File: config.mk
export PLATFORM = sky130hd
export DESIGN_NAME = sql_window_rank_and_running_aggregate_flat
export DESIGN_NICKNAME = d
export VERILOG_FILES = /design/src/swrr_pkg.sv /design/src/swrr_ifs.sv /design/src/sql_window_rank_and_running_aggregate.sv /design/src/swrr_front.sv /design/src/swrr_queue.sv /design/src/swrr_back.sv /design/src/flat_wrapper.sv
export SDC_FILE = /design/constraint.sdc
export NUM_CORES = 2
export LEC_CHECK = 0
export ABC_AREA = 1
export BUFFER_PORTS_ARGS = -buffer_cell sky130_fd_sc_hd__buf_2
export CORE_MARGIN = 2
export CORE_UTILIZATION = 40
export DETAILED_ROUTE_END_ITERATION = 6
export SKIP_LAST_GASP = 1
export SLEW_MARGIN = 20
export SYNTH_ARGS = -nofsm -noshare
export SYNTH_HDL_FRONTEND = slang
export SYNTH_SLANG_ARGS = --single-unit
File: constraint.sdc
create_clock -name clk -period 10.2 [get_ports clk]
set_input_delay 2.04 -clock clk [delete_from_list [all_inputs] [get_ports clk]]
set_output_delay 2.04 -clock clk [all_outputs]
set_load 0.05 [all_outputs]
File: src/swrr_pkg.sv
// Package for the SQL window rank / running aggregate block.
// Holds shared widths, mode codes, the queue entry type and helpers.
// No dependencies.
package swrr_pkg;

    localparam int DATA_WIDTH_DEF  = 32;
    localparam int FRAC_BITS_DEF   = 16;
    localparam int QUEUE_DEPTH_DEF = 2;

    localparam int ARG_W   = 32;
    localparam int CNT_W   = 32;
    localparam int SUM_W   = 64;
    localparam int MODE_W  = 3;
    localparam int PADDR_W = 2;
    localparam int PDATA_W = 32;

    localparam logic [MODE_W-1:0] MODE_ROW_NUM = 3'd0;
    localparam logic [MODE_W-1:0] MODE_RANK    = 3'd1;
    localparam logic [MODE_W-1:0] MODE_DENSE   = 3'd2;
    localparam logic [MODE_W-1:0] MODE_SUM     = 3'd3;
    localparam logic [MODE_W-1:0] MODE_AVG     = 3'd4;

    localparam logic [PADDR_W-1:0] ADDR_FUNC_MODE = 2'd0;

    localparam logic [CNT_W-1:0] CNT_MAX = {CNT_W{1'b1}};
    localparam logic [SUM_W-1:0] SUM_MAX = {1'b0, {(SUM_W-1){1'b1}}};
    localparam logic [SUM_W-1:0] SUM_MIN = {1'b1, {(SUM_W-1){1'b0}}};

    // One classified row on its way from front to back.
    typedef struct packed {
        logic              is_avg;   // needs the divider
        logic              is_null;
        logic [SUM_W-1:0]  value;    // final value, or running sum for average
        logic [CNT_W-1:0]  count;    // non-null count for average
    } entry_t;

    function automatic logic [CNT_W-1:0] sat_inc(input logic [CNT_W-1:0] v);
        return (v == CNT_MAX) ? v : v + CNT_W'(1);
    endfunction

    function automatic logic [SUM_W-1:0] sat_add(input logic [SUM_W-1:0] a,
                                                 input logic [SUM_W-1:0] b);
        logic [SUM_W-1:0] s;
        logic             ovf;
        s   = a + b;
        ovf = (a[SUM_W-1] == b[SUM_W-1]) && (s[SUM_W-1] != a[SUM_W-1]);
        if (ovf)
        begin
            return a[SUM_W-1] ? SUM_MIN : SUM_MAX;
        end
        return s;
    endfunction

endpackage

File: src/swrr_ifs.sv
// Valid/ready channel interfaces for rows in and results out.
// Depends on swrr_pkg.
interface swrr_row_if;
    logic                            valid;
    logic                            ready;
    logic                            new_partition;
    logic                            is_peer;
    logic                            arg_null;
    logic signed [swrr_pkg::ARG_W-1:0] arg_value;

    modport source (output valid, output new_partition, output is_peer,
                    output arg_null, output arg_value, input ready);
    modport sink   (input valid, input new_partition, input is_peer,
                    input arg_null, input arg_value, output ready);
endinterface

interface swrr_res_if;
    logic                            valid;
    logic                            ready;
    logic signed [swrr_pkg::SUM_W-1:0] result_value;
    logic                            result_null;

    modport source (output valid, output result_value, output result_null,
                    input ready);
    modport sink   (input valid, input result_value, input result_null,
                    output ready);
endinterface

File: src/sql_window_rank_and_running_aggregate.sv
// Top level of the SQL window rank / running aggregate block.
// Depends on swrr_pkg, swrr_ifs, swrr_front, swrr_queue, swrr_back.

// Streams sorted rows and returns one result beat per row: row number, rank,
// dense rank, running sum or running average, chosen by func_mode (APB
// register at address 0; write it only while the block is idle). Sum and
// average skip null arguments and report null (value 0) until the first
// non-null one; the average is sum * 2^FRAC_BITS / count, truncated toward
// zero, saturated to signed 64 bits. Rate: for row number, rank, dense rank
// and sum the block takes one row per cycle while the queue is not full, and
// each result passes the queue and the output register. For the average the
// back end takes no new row until its one-bit-per-cycle restoring divider
// is done with the last one. A queue of QUEUE_DEPTH entries between the row
// front end and the back end lets rows keep arriving while a result waits.
module sql_window_rank_and_running_aggregate #(
    parameter int DATA_WIDTH  = swrr_pkg::DATA_WIDTH_DEF,
    parameter int FRAC_BITS   = swrr_pkg::FRAC_BITS_DEF,
    parameter int QUEUE_DEPTH = swrr_pkg::QUEUE_DEPTH_DEF
) (
    input  logic                         clk,
    input  logic                         rst_n,
    swrr_row_if.sink                     row,
    swrr_res_if.source                   result,
    // APB configuration port
    input  logic                         psel,
    input  logic                         penable,
    input  logic                         pwrite,
    input  logic [swrr_pkg::PADDR_W-1:0] paddr,
    input  logic [swrr_pkg::PDATA_W-1:0] pwdata,
    output logic [swrr_pkg::PDATA_W-1:0] prdata,
    output logic                         pready
);

    logic [swrr_pkg::MODE_W-1:0] mode_reg, mode_next;
    logic                        cfg_wr;

    // queue links
    logic             q_push_valid;
    swrr_pkg::entry_t q_push_data;
    logic             q_full;
    logic             q_pop_valid;
    logic             q_pop_ready;
    swrr_pkg::entry_t q_pop_data;

    // ---------------- configuration register ----------------
    assign pready = 1'b1;
    assign cfg_wr = psel && penable && pwrite && pready && (paddr == swrr_pkg::ADDR_FUNC_MODE);
    assign mode_next = cfg_wr ? pwdata[swrr_pkg::MODE_W-1:0] : mode_reg;
    assign prdata = (paddr == swrr_pkg::ADDR_FUNC_MODE) ? swrr_pkg::PDATA_W'(mode_reg) : '0;

    always_ff @(posedge clk or negedge rst_n)
    begin
        if (!rst_n)
        begin
            mode_reg <= swrr_pkg::MODE_ROW_NUM;
        end
        else
        begin
            mode_reg <= mode_next;
        end
    end

    // ---------------- front: accumulators, one row per beat ----------------
    swrr_front #(
        .DATA_WIDTH (DATA_WIDTH)
    ) u_front (
        .clk        (clk),
        .rst_n      (rst_n),
        .row        (row),
        .func_mode  (mode_reg),
        .q_full     (q_full),
        .push_valid (q_push_valid),
        .push_data  (q_push_data)
    );

    // ---------------- queue between front and back ----------------
    swrr_queue #(
        .DEPTH (QUEUE_DEPTH)
    ) u_queue (
        .clk        (clk),
        .rst_n      (rst_n),
        .push_valid (q_push_valid),
        .push_data  (q_push_data),
        .full       (q_full),
        .pop_valid  (q_pop_valid),
        .pop_ready  (q_pop_ready),
        .pop_data   (q_pop_data)
    );

    // ---------------- back: divider and output register ----------------
    swrr_back #(
        .FRAC_BITS (FRAC_BITS)
    ) u_back (
        .clk       (clk),
        .rst_n     (rst_n),
        .pop_valid (q_pop_valid),
        .pop_data  (q_pop_data),
        .pop_ready (q_pop_ready),
        .result    (result)
    );

    // ---------------- checks ----------------
    ap_null_is_zero: assert property (@(posedge clk) disable iff (!rst_n)
        result.valid && result.result_null |-> result.result_value == '0)
        else $error("null result carries a nonzero value");

    ap_null_only_aggregate: assert property (@(posedge clk) disable iff (!rst_n)
        result.valid && result.result_null |-> mode_reg >= swrr_pkg::MODE_SUM)
        else $error("null result in a counting mode");

    ap_queue_full_nonempty: assert property (@(posedge clk) disable iff (!rst_n)
        q_full |-> q_pop_valid)
        else $error("queue full but empty");

endmodule

File: src/swrr_front.sv
// Front end: accepts rows, updates the partition accumulators, and pushes
// one classified entry per row into the queue. Depends on swrr_pkg, swrr_ifs.
module swrr_front #(
    parameter int DATA_WIDTH = swrr_pkg::DATA_WIDTH_DEF
) (
    input  logic                        clk,
    input  logic                        rst_n,
    swrr_row_if.sink                    row,
    input  logic [swrr_pkg::MODE_W-1:0] func_mode,
    input  logic                        q_full,
    output logic                        push_valid,
    output swrr_pkg::entry_t            push_data
);

    logic [swrr_pkg::CNT_W-1:0] row_cnt_reg, row_cnt_next;
    logic [swrr_pkg::CNT_W-1:0] rank_reg, rank_next;
    logic [swrr_pkg::CNT_W-1:0] dense_reg, dense_next;
    logic                       first_reg, first_next;
    logic [swrr_pkg::SUM_W-1:0] sum_reg, sum_next;
    logic                       have_reg, have_next;
    logic [swrr_pkg::CNT_W-1:0] nn_cnt_reg, nn_cnt_next;

    logic [swrr_pkg::CNT_W-1:0] rc0, rk0, dn0, nn0;
    logic [swrr_pkg::SUM_W-1:0] sum0, raw, arg_ext;
    logic                       first0, have0;
    logic                       accept;

    assign row.ready = !q_full;
    assign accept    = row.valid && !q_full;

    // low DATA_WIDTH bits of the argument, sign-extended
    assign raw     = {{(swrr_pkg::SUM_W-swrr_pkg::ARG_W){1'b0}}, row.arg_value};
    assign arg_ext = {{(swrr_pkg::SUM_W-DATA_WIDTH){raw[DATA_WIDTH-1]}},
                      raw[DATA_WIDTH-1:0]};

    always_comb
    begin
        // partition clear happens before the row is counted
        rc0    = row.new_partition ? '0   : row_cnt_reg;
        rk0    = row.new_partition ? '0   : rank_reg;
        dn0    = row.new_partition ? '0   : dense_reg;
        first0 = row.new_partition | first_reg;
        sum0   = row.new_partition ? '0   : sum_reg;
        have0  = row.new_partition ? 1'b0 : have_reg;
        nn0    = row.new_partition ? '0   : nn_cnt_reg;

        row_cnt_next = swrr_pkg::sat_inc(rc0);
        rank_next    = (!row.is_peer || row_cnt_next == swrr_pkg::CNT_W'(1))
                       ? row_cnt_next : rk0;
        dense_next   = (first0 || !row.is_peer) ? swrr_pkg::sat_inc(dn0) : dn0;
        first_next   = 1'b0;
        if (!row.arg_null)
        begin
            sum_next    = swrr_pkg::sat_add(sum0, arg_ext);
            have_next   = 1'b1;
            nn_cnt_next = swrr_pkg::sat_inc(nn0);
        end
        else
        begin
            sum_next    = sum0;
            have_next   = have0;
            nn_cnt_next = nn0;
        end
    end

    always_comb
    begin
        push_data = '0;
        case (func_mode)
            swrr_pkg::MODE_ROW_NUM:
            begin
                push_data.value = swrr_pkg::SUM_W'(row_cnt_next);
            end
            swrr_pkg::MODE_RANK:
            begin
                push_data.value = swrr_pkg::SUM_W'(rank_next);
            end
            swrr_pkg::MODE_DENSE:
            begin
                push_data.value = swrr_pkg::SUM_W'(dense_next);
            end
            swrr_pkg::MODE_SUM:
            begin
                push_data.is_null = !have_next;
                push_data.value   = have_next ? sum_next : '0;
            end
            swrr_pkg::MODE_AVG:
            begin
                push_data.is_avg  = 1'b1;
                push_data.is_null = !have_next;
                push_data.value   = have_next ? sum_next : '0;
                push_data.count   = nn_cnt_next;
            end
            default:
            begin
                push_data.is_null = 1'b1;
            end
        endcase
    end

    assign push_valid = accept;

    always_ff @(posedge clk or negedge rst_n)
    begin
        if (!rst_n)
        begin
            row_cnt_reg <= '0;
            rank_reg    <= '0;
            dense_reg   <= '0;
            first_reg   <= 1'b1;
            sum_reg     <= '0;
            have_reg    <= 1'b0;
            nn_cnt_reg  <= '0;
        end
        else if (accept)
        begin
            row_cnt_reg <= row_cnt_next;
            rank_reg    <= rank_next;
            dense_reg   <= dense_next;
            first_reg   <= first_next;
            sum_reg     <= sum_next;
            have_reg    <= have_next;
            nn_cnt_reg  <= nn_cnt_next;
        end
    end

endmodule

File: src/swrr_queue.sv
// Small FIFO of classified entries between front and back ends.
// Depends on swrr_pkg.
module swrr_queue #(
    parameter int DEPTH = swrr_pkg::QUEUE_DEPTH_DEF
) (
    input  logic             clk,
    input  logic             rst_n,
    input  logic             push_valid,
    input  swrr_pkg::entry_t push_data,
    output logic             full,
    output logic             pop_valid,
    input  logic             pop_ready,
    output swrr_pkg::entry_t pop_data
);

    localparam int PTR_W = (DEPTH > 1) ? $clog2(DEPTH) : 1;
    localparam int CNT_W = $clog2(DEPTH + 1);

    swrr_pkg::entry_t   entry_reg [DEPTH];
    logic [PTR_W-1:0]   wr_ptr_reg, wr_ptr_next;
    logic [PTR_W-1:0]   rd_ptr_reg, rd_ptr_next;
    logic [CNT_W-1:0]   count_reg, count_next;
    logic               do_push, do_pop;

    assign full      = (count_reg == CNT_W'(DEPTH));
    assign pop_valid = (count_reg != '0);
    assign pop_data  = entry_reg[rd_ptr_reg];
    assign do_push   = push_valid && !full;
    assign do_pop    = pop_ready && pop_valid;

    always_comb
    begin
        wr_ptr_next = wr_ptr_reg;
        rd_ptr_next = rd_ptr_reg;
        count_next  = count_reg;
        if (do_push)
        begin
            wr_ptr_next = (wr_ptr_reg == PTR_W'(DEPTH - 1)) ? '0 : wr_ptr_reg + PTR_W'(1);
        end
        if (do_pop)
        begin
            rd_ptr_next = (rd_ptr_reg == PTR_W'(DEPTH - 1)) ? '0 : rd_ptr_reg + PTR_W'(1);
        end
        if (do_push && !do_pop)
        begin
            count_next = count_reg + CNT_W'(1);
        end
        else if (do_pop && !do_push)
        begin
            count_next = count_reg - CNT_W'(1);
        end
    end

    always_ff @(posedge clk or negedge rst_n)
    begin
        if (!rst_n)
        begin
            wr_ptr_reg <= '0;
            rd_ptr_reg <= '0;
            count_reg  <= '0;
        end
        else
        begin
            wr_ptr_reg <= wr_ptr_next;
            rd_ptr_reg <= rd_ptr_next;
            count_reg  <= count_next;
        end
    end

    always_ff @(posedge clk)
    begin
        if (do_push)
        begin
            entry_reg[wr_ptr_reg] <= push_data;
        end
    end

endmodule

File: src/swrr_back.sv
// Back end: passes ready-made values, null averages too, to the output register,
// and runs the rest through a radix-2 restoring divider. Depends on swrr_pkg, swrr_ifs.
module swrr_back #(
    parameter int FRAC_BITS = swrr_pkg::FRAC_BITS_DEF
) (
    input  logic             clk,
    input  logic             rst_n,
    input  logic             pop_valid,
    input  swrr_pkg::entry_t pop_data,
    output logic             pop_ready,
    swrr_res_if.source       result
);

    localparam int DQ_W   = swrr_pkg::SUM_W + FRAC_BITS;
    localparam int STEP_W = $clog2(DQ_W + 1);

    typedef enum logic [2:0] {
        BK_IDLE = 3'b001,
        BK_DIV  = 3'b010,
        BK_DONE = 3'b100
    } bk_state_t;

    bk_state_t                  state_reg, state_next;
    logic [DQ_W-1:0]            dq_reg, dq_next;
    logic [swrr_pkg::CNT_W-1:0] rem_reg, rem_next;
    logic [swrr_pkg::CNT_W-1:0] div_reg, div_next;
    logic [STEP_W-1:0]          step_reg, step_next;
    logic                       neg_reg, neg_next;

    logic                       res_valid_reg, res_valid_next;
    logic [swrr_pkg::SUM_W-1:0] res_value_reg, res_value_next;
    logic                       res_null_reg, res_null_next;

    logic                       out_free, direct, load;
    logic [swrr_pkg::SUM_W-1:0] mag, limit, q64, avg;
    logic [swrr_pkg::CNT_W:0]   trial, diff;
    logic                       ge, over;

    assign out_free = !res_valid_reg || result.ready;
    assign direct   = !pop_data.is_avg || pop_data.is_null;
    assign pop_ready = (state_reg == BK_IDLE) && (out_free || !direct);

    assign mag   = pop_data.value[swrr_pkg::SUM_W-1] ? ('0 - pop_data.value)
                                                     : pop_data.value;
    // one quotient bit per step
    assign trial = {rem_reg, dq_reg[DQ_W-1]};
    assign diff  = trial - {1'b0, div_reg};
    assign ge    = (trial >= {1'b0, div_reg});

    assign limit = neg_reg ? swrr_pkg::SUM_MIN : swrr_pkg::SUM_MAX;
    assign over  = (dq_reg > DQ_W'(limit));
    assign q64   = over ? limit : dq_reg[swrr_pkg::SUM_W-1:0];
    assign avg   = neg_reg ? ('0 - q64) : q64;

    always_comb
    begin
        state_next     = state_reg;
        dq_next        = dq_reg;
        rem_next       = rem_reg;
        div_next       = div_reg;
        step_next      = step_reg;
        neg_next       = neg_reg;
        load           = 1'b0;
        res_value_next = res_value_reg;
        res_null_next  = res_null_reg;
        case (state_reg)
            BK_IDLE:
            begin
                if (pop_valid && pop_ready)
                begin
                    if (direct)
                    begin
                        load           = 1'b1;
                        res_value_next = pop_data.is_null ? '0 : pop_data.value;
                        res_null_next  = pop_data.is_null;
                    end
                    else
                    begin
                        neg_next   = pop_data.value[swrr_pkg::SUM_W-1];
                        dq_next    = DQ_W'(mag) << FRAC_BITS;
                        rem_next   = '0;
                        div_next   = pop_data.count;
                        step_next  = STEP_W'(DQ_W);
                        state_next = BK_DIV;
                    end
                end
            end
            BK_DIV:
            begin
                rem_next  = ge ? diff[swrr_pkg::CNT_W-1:0] : trial[swrr_pkg::CNT_W-1:0];
                dq_next   = {dq_reg[DQ_W-2:0], ge};
                step_next = step_reg - STEP_W'(1);
                if (step_reg == STEP_W'(1))
                begin
                    state_next = BK_DONE;
                end
            end
            BK_DONE:
            begin
                if (out_free)
                begin
                    load           = 1'b1;
                    res_value_next = avg;
                    res_null_next  = 1'b0;
                    state_next     = BK_IDLE;
                end
            end
            default:
            begin
                state_next = BK_IDLE;
            end
        endcase
    end

    always_comb
    begin
        if (load)
        begin
            res_valid_next = 1'b1;
        end
        else if (result.ready)
        begin
            res_valid_next = 1'b0;
        end
        else
        begin
            res_valid_next = res_valid_reg;
        end
    end

    always_ff @(posedge clk or negedge rst_n)
    begin
        if (!rst_n)
        begin
            state_reg     <= BK_IDLE;
            res_valid_reg <= 1'b0;
        end
        else
        begin
            state_reg     <= state_next;
            res_valid_reg <= res_valid_next;
        end
    end

    always_ff @(posedge clk)
    begin
        dq_reg        <= dq_next;
        rem_reg       <= rem_next;
        div_reg       <= div_next;
        step_reg      <= step_next;
        neg_reg       <= neg_next;
        res_value_reg <= res_value_next;
        res_null_reg  <= res_null_next;
    end

    assign result.valid        = res_valid_reg;
    assign result.result_value = res_value_reg;
    assign result.result_null  = res_null_reg;

endmodule

File: src/flat_wrapper.sv
// flat-port wrapper written by rule: the top's interface ports become plain ports
module sql_window_rank_and_running_aggregate_flat 
#(
    parameter int DATA_WIDTH  = swrr_pkg::DATA_WIDTH_DEF,
    parameter int FRAC_BITS   = swrr_pkg::FRAC_BITS_DEF,
    parameter int QUEUE_DEPTH = swrr_pkg::QUEUE_DEPTH_DEF
)
  (clk, rst_n, psel, penable, pwrite, paddr, pwdata, prdata, pready, row_valid, row_new_partition, row_is_peer, row_arg_null, row_arg_value, row_ready, result_valid, result_result_value, result_result_null, result_ready);
  swrr_row_if row_i ();
  swrr_res_if result_i ();
  input  logic clk;
  input  logic rst_n;
  input  logic psel;
  input  logic penable;
  input  logic pwrite;
  input  logic [swrr_pkg::PADDR_W-1:0] paddr;
  input  logic [swrr_pkg::PDATA_W-1:0] pwdata;
  output logic [swrr_pkg::PDATA_W-1:0] prdata;
  output logic pready;
  input wire logic [$bits(row_i.valid)-1:0] row_valid;
  input wire logic [$bits(row_i.new_partition)-1:0] row_new_partition;
  input wire logic [$bits(row_i.is_peer)-1:0] row_is_peer;
  input wire logic [$bits(row_i.arg_null)-1:0] row_arg_null;
  input wire logic [$bits(row_i.arg_value)-1:0] row_arg_value;
  output wire logic [$bits(row_i.ready)-1:0] row_ready;
  output wire logic [$bits(result_i.valid)-1:0] result_valid;
  output wire logic [$bits(result_i.result_value)-1:0] result_result_value;
  output wire logic [$bits(result_i.result_null)-1:0] result_result_null;
  input wire logic [$bits(result_i.ready)-1:0] result_ready;
  assign row_i.valid = row_valid;
  assign row_i.new_partition = row_new_partition;
  assign row_i.is_peer = row_is_peer;
  assign row_i.arg_null = row_arg_null;
  assign row_i.arg_value = row_arg_value;
  assign row_ready = row_i.ready;
  assign result_valid = result_i.valid;
  assign result_result_value = result_i.result_value;
  assign result_result_null = result_i.result_null;
  assign result_i.ready = result_ready;
  sql_window_rank_and_running_aggregate #(.DATA_WIDTH(DATA_WIDTH), .FRAC_BITS(FRAC_BITS), .QUEUE_DEPTH(QUEUE_DEPTH)) u_core (.clk(clk), .rst_n(rst_n), .row(row_i), .result(result_i), .psel(psel), .penable(penable), .pwrite(pwrite), .paddr(paddr), .pwdata(pwdata), .prdata(prdata), .pready(pready));
endmodule
==> Word level (Yosys, flattened, before mapping) <==
Memories as Yosys holds them, arrays and structs flattened.
Cells that the tools add are included.
{ "op_classes": {"addsub": 12, "n_lt_le_gt_ge": 2, "n_eq_ne": 20, "mux": 65, "n_bitwise": 2, "n_reduce_logical": 36} }
{ "ops": {"columns": ["cell", "count"], "rows": [
  ["$mux W64", 14],
  ["$mux W32", 14],
  ["$pmux W64 S4", 1],
  ["$mux W80", 2],
  ["$pmux W80 S2", 1],
  ["$pmux W64 S2", 1],
  ["$sub A1 B64 Y64 const A", 2],
  ["$add A32 B1 Y32 const B", 3],
  ["$eq A32 B32 Y1 const B", 3],
  ["$gt A80 B64 Y1", 1],
  ["$add A64 B64 Y64", 1],
  ["$pmux W32 S2", 1],
  ["$ge A33 B32 Y1", 1],
  ["$eq A32 B1 Y1 const B", 1],
  ["$sub A32 B32 Y32", 1],
  ["$mux W1", 17],
  ["$mux W3", 5],
  ["$mux W7", 2],
  ["$pmux W7 S2", 1],
  ["$logic_and A1 B1 Y1", 10],
  ["$ne A2 B2 Y1 const B", 5],
  ["$reduce_bool A2 Y1", 5],
  ["$eq A3 B2 Y1 const B", 3],
  ["$pmux W3 S3", 1],
  ["other kinds (22)", 41]
]} }
{ "totals": {"regBits": 422, "ramBits": 196, "in_bits": 76, "out_inout_bits": 100, "elab_cells": 158, "memories": 1} }
{ "mem_list": {"columns": ["name", "depth", "width", "read_ports", "rd_ports_with_merged_regs", "write_ports", "line_no", "source"], "rows": [
  ["u_core.u_queue.entry_reg", 2, 98, 1, 0, 1, "swrr_queue.sv:19", "swrr_pkg::entry_t entry_reg [DEPTH];"]
]} }

==> Logic depth before layout (Yosys ltp) <==
{ "depth": {"depth_word": 10, "mapped_depth": 36, "ltp_nobuf": 30} }

==> Hierarchy <==
A second synthesis with hierarchy kept.
{ "hier_totals": {"cells_unflattened": 6194, "hier_area_um2": 43993.4} }
{ "modules_own_cells": {"columns": ["module", "n_inst", "cells_each", "area_per_inst_um2", "seq_area_each_um2"], "rows": [
  ["swrr_front", 1, 3315, 19272.2, 4855.9],
  ["swrr_back", 1, 2280, 16968.8, 6617.6],
  ["swrr_queue", 1, 543, 7342.0, 5985.7],
  ["sql_window_rank_and_running_aggregate", 1, 56, 410.4, 75.1]
]} }

==> Worst setup path before layout <==
No wires, ideal clock.
{ "synth_path": {"kind": "input to register", "from": "input result_ready", "to": "register u_core.u_back.dq_reg[0] (enable)", "setup_ns": 0.636, "arrival_time_ns": 8.376, "required_time_ns": 9.564, "slack_ns": 1.187, "path_stages": 8, "n_path_buf": 0, "cell_sequence": "nor2_1 > inv_1 > o21ai_0 > inv_1 > nor2_1 > nor2_1 > inv_1 > a21oi_1"} }
{ "synth_via": {"elab_chain_len": 6} }
{ "synth_lines": {"columns": ["item", "line_no", "source"], "rows": [
  ["start: declaration", "flat_wrapper.sv:29", "input wire logic [$bits(result_i.ready)-1:0] result_ready;"],
  ["$logic_or A1 B1 Y1", "swrr_back.sv:39", "assign out_free = !res_valid_reg || result.ready;"],
  ["$logic_or A1 B1 Y1", "swrr_back.sv:41", "assign pop_ready = (state_reg == BK_IDLE) && (out_free || !direct);"],
  ["$logic_and A1 B1 Y1", "swrr_back.sv:41", null],
  ["$logic_and A1 B1 Y1", "swrr_back.sv:69", "if (pop_valid && pop_ready)"],
  ["$ne A2 B2 Y1 (no source line)", null, null],
  ["$reduce_and A3 Y1 (no source line)", null, null],
  ["end signal: assignment", "swrr_back.sv:147", "dq_reg <= dq_next;"],
  ["end: declaration", "swrr_back.sv:24", "logic [DQ_W-1:0] dq_reg, dq_next;"]
]} }
Every way passes these cells.
A chain may end at the register's enable or synchronous reset.

==> impl_metrics.toml <==
[yosys]
avgSynthCellArea_um2 = 7.44
yosys.area.top_type = "edfxtp_1"
synth_edf_count = 413
yosysSeqAreaShare_pct = 41.3
synthFlopType = "edfxtp_1"
syn_area_um2 = 42500
synth_cell_types = 71
synth_top_area_share_pct = 29.2
ys_ff_latch = 618
netlist_instances = 5711
synthTopCellsByArea = "edfxtp_1, nand2_1, dfrtp_1"
ys_warn_count = 0
synth-async-reset-ratio_pct = 33.2

[die]
core_region_area_um2 = 105000
num_io_pins = 176
die_y_um = 330
chipWidth_um = 330
dieArea_um2 = 109000
start_util_pct = 40.3
core.rowCount = 119

[routing]
wl_met2_mm = 54.1
first_iter_violations = 3421
ant_nets = 0
vias = 37697
drt_pass1_iterations = 7
wl_per_cell_um = 17.9
dr_wl_met3_mm = 7.99
drcViolationCount = 2
drt_wl_total_mm = 129
via_per_inst = 5.24
met1_length_mm = 63.7
dr.max_layer_used = "met4"

[global_route]
grt_max_degree = 152
grt.total_usage_pct = 23.3
antenna_found_initial = 1
grt_overflow = 0
grt_pass1_wl_mm = 200
grt_pass1_vias = 34747

[critical_path]
crit_arrival_ns = 8.31
slowest_delay_ns = 0.54
worstSetupEndpointType = "flip-flop"
cp_slowest_cell = "fa_1"
reg2reg_to = "u_core.u_back.result.result_value[20]"
worst_ep_required_time_ns = 10.57
rrSetupSlack_ns = 3.91
worst-r2r-cell-count = 25
crit_fanout = 50
worstSetupPathType = "input pin to flip-flop"
r2r_start = "u_core.u_back.neg_reg"
critPathLaunchType = "input pin"

[outcome]
violations = "design-rule violations"
status = "complete, but fails checks"

[cells_and_area]
fin_area_um2 = 46800
largest_reg_flops = 196
seqCellArea_um2 = 17500
nNetsFinal = 5982
area_growth_pct = 10.2
antenna_cells = 0
multi_input_area_um2 = 21200
drive_above_1_share_pct = 7.52
fillers = 10686

[clock_network]
htree_levels = 3
cts_sinks = 618
cts_tree = "done"
insertion_delay_ns = 0.65
cts_root_buffer = "clkbuf_16"
cts_buffer_depth = 3
path_clk_slew_ns = 0.05
cts_setup_buffers = 0
cts_resized = 0
cts_buffers = 75
cts_hold_buf = 0

[timing]
fmax_mhz = 126
final_max_slew_viol_count = 0
finalCritPeriodShare_pct = 77.9
skew_ns = 0.0302
finalSetupViolations = 0
fin_setup_tns_ns = 0
max-slew-margin-rel_pct = 27.8
period_minus_slack_ns = 7.94
finalHoldViolCount = 0
tightest_slew_ns = 1.08
rsz0062_at_grt = "false"

[power_and_ir_drop]
ir_drop_mv = 0.238
p_leak_nw = 20.5
power_per_cell_area_nw_per_um2 = 276

[placement]
hpwlAfterDp_mm = 95.8
place.gp.congestion = 0.959
place_area_um2 = 44100
port_buffers = 116

[hold_path]
hold_depth = 2
hp-start = "u_core.u_front.first_reg"
hold_path_class = "flip-flop to flip-flop"
holdPathEnd = "u_core.u_front.first_reg"

[job]
maxCapViolations = 0
-- final cells by class --
type | instances | share of cell area, %
sequential | 618 | 37.5
inverter | 724 | 5.82
timing repair buffer | 155 | 1.99
clock inverter | 43 | 1.27
tap | 1391 | 3.72
clock buffer | 95 | 4.41
multi-input combinational | 4162 | 45.3
-- Yosys cell counts (all sizes together) (5+ instances only) --
master,number
xor2,131
nand3b,14
ha,167
a221oi,7
o22ai,36
o31ai,8
nor2,760
o21a,16
nand3,322
nor3b,5
and3,5
a21boi,11
nor3,97
a21oi,270
a21o,13
clkbuf,136
nand2,1405
o21bai,10
buf,99
o21ai,536
o211ai,22
xnor2,48
or2,68
nand4,74
nor4,34
dfrtp,203
a31oi,35
mux2i,12
o221ai,8
inv,722
edfxtp,413
-- where the power goes --
group | leakage, nW | internal [mW] | switching, mW
combinational | 12.6 | 1.60 | 4.20
sequential | 6.62 | 3.84 | 0.421
clock | 1.29 | 1.75 | 1.12
-- critical path, delay by kind of cell --
| family | cells | cell delay (ns) |
|---|---|---|
| and+or+nand+nor | 8 | 1.59 |
| adders and majority gates | 2 | 0.91 |
| AOI/OAI and AO/OA | 7 | 1.69 |
| buffers and inverters | 9 | 1.87 |
| xor gates and xnor gates | 1 | 0.14 |
-- how the worst max path moves through the flow --
stage / slack [ns] / to / startpoint
floorplan: 1.19 / u_core.u_back.dq_reg[0] / result_ready
global placement: 1.70 / u_core.u_queue.entry_reg[1][39] / row_new_partition
detailed placement: 1.60 / u_core.u_queue.entry_reg[0][39] / row_new_partition
CTS: 2.31 / u_core.u_queue.entry_reg[0][39] / row_new_partition
global route: 1.84 / u_core.u_queue.entry_reg[0][39] / row_new_partition
finish: 2.26 / u_core.u_queue.entry_reg[1][39] / row_new_partition
-- per-stage QoR --
stage          setup WS, ns  util (%)  instances  hold slack [ns]  total power [mW]
3_3_place_gp           1.70      41.9       7049            0.445              9.95
2_1_floorplan          1.19         -       5739            0.436              8.52
4_1_cts                2.31      44.4       7187            0.456              13.0
3_5_place_dp           1.60      41.9       7049            0.447              10.0
5_1_grt                1.84      44.5       7188            0.487              13.9
6_report               2.26      44.5       7188            0.456              12.9
-- per-layer routing --
metal,GRT usage (%),vias to the layer above
met5,0,-
met3,2.81,153
met1,35.9,17594
met4,6.26,0
li1,-,18812
met2,34.2,1138
-- cell usage in the layout (no fill, tap or decap), types with 36 or more instances in the layout --
| cell type | netlist | layout |
|---|---|---|
| a21oi_1 | 269 | 267 |
| buf_2 | 16 | 114 |
| buf_4 | 40 | 37 |
| clkbuf_16 | 0 | 77 |
| dfrtp_1 | 203 | 202 |
| edfxtp_1 | 413 | 413 |
| ha_1 | 167 | 167 |
| inv_1 | 714 | 711 |
| nand2_1 | 1388 | 1387 |
| nand3_1 | 318 | 318 |
| nand4_1 | 73 | 73 |
| nor2_1 | 740 | 737 |
| nor3_1 | 88 | 84 |
| o21ai_0 | 500 | 498 |
| o22ai_1 | 36 | 36 |
| or2_2 | 59 | 59 |
| xnor2_1 | 48 | 48 |
| xor2_1 | 131 | 131 |
-- cells by family after synthesis --
logic type / share of synthesized area [%]
adder cells (fa/ha/maj): 5.06
other: 0.0177
multiplexers: 0.292
AO/OA/AOI/OAI: 12.6
flip-flops: 41.3
XOR/XNOR: 3.69
AND/OR/NAND/NOR: 27.8
buffers and inverters: 9.21
Note: power is estimated with default switching activity, not from simulation.
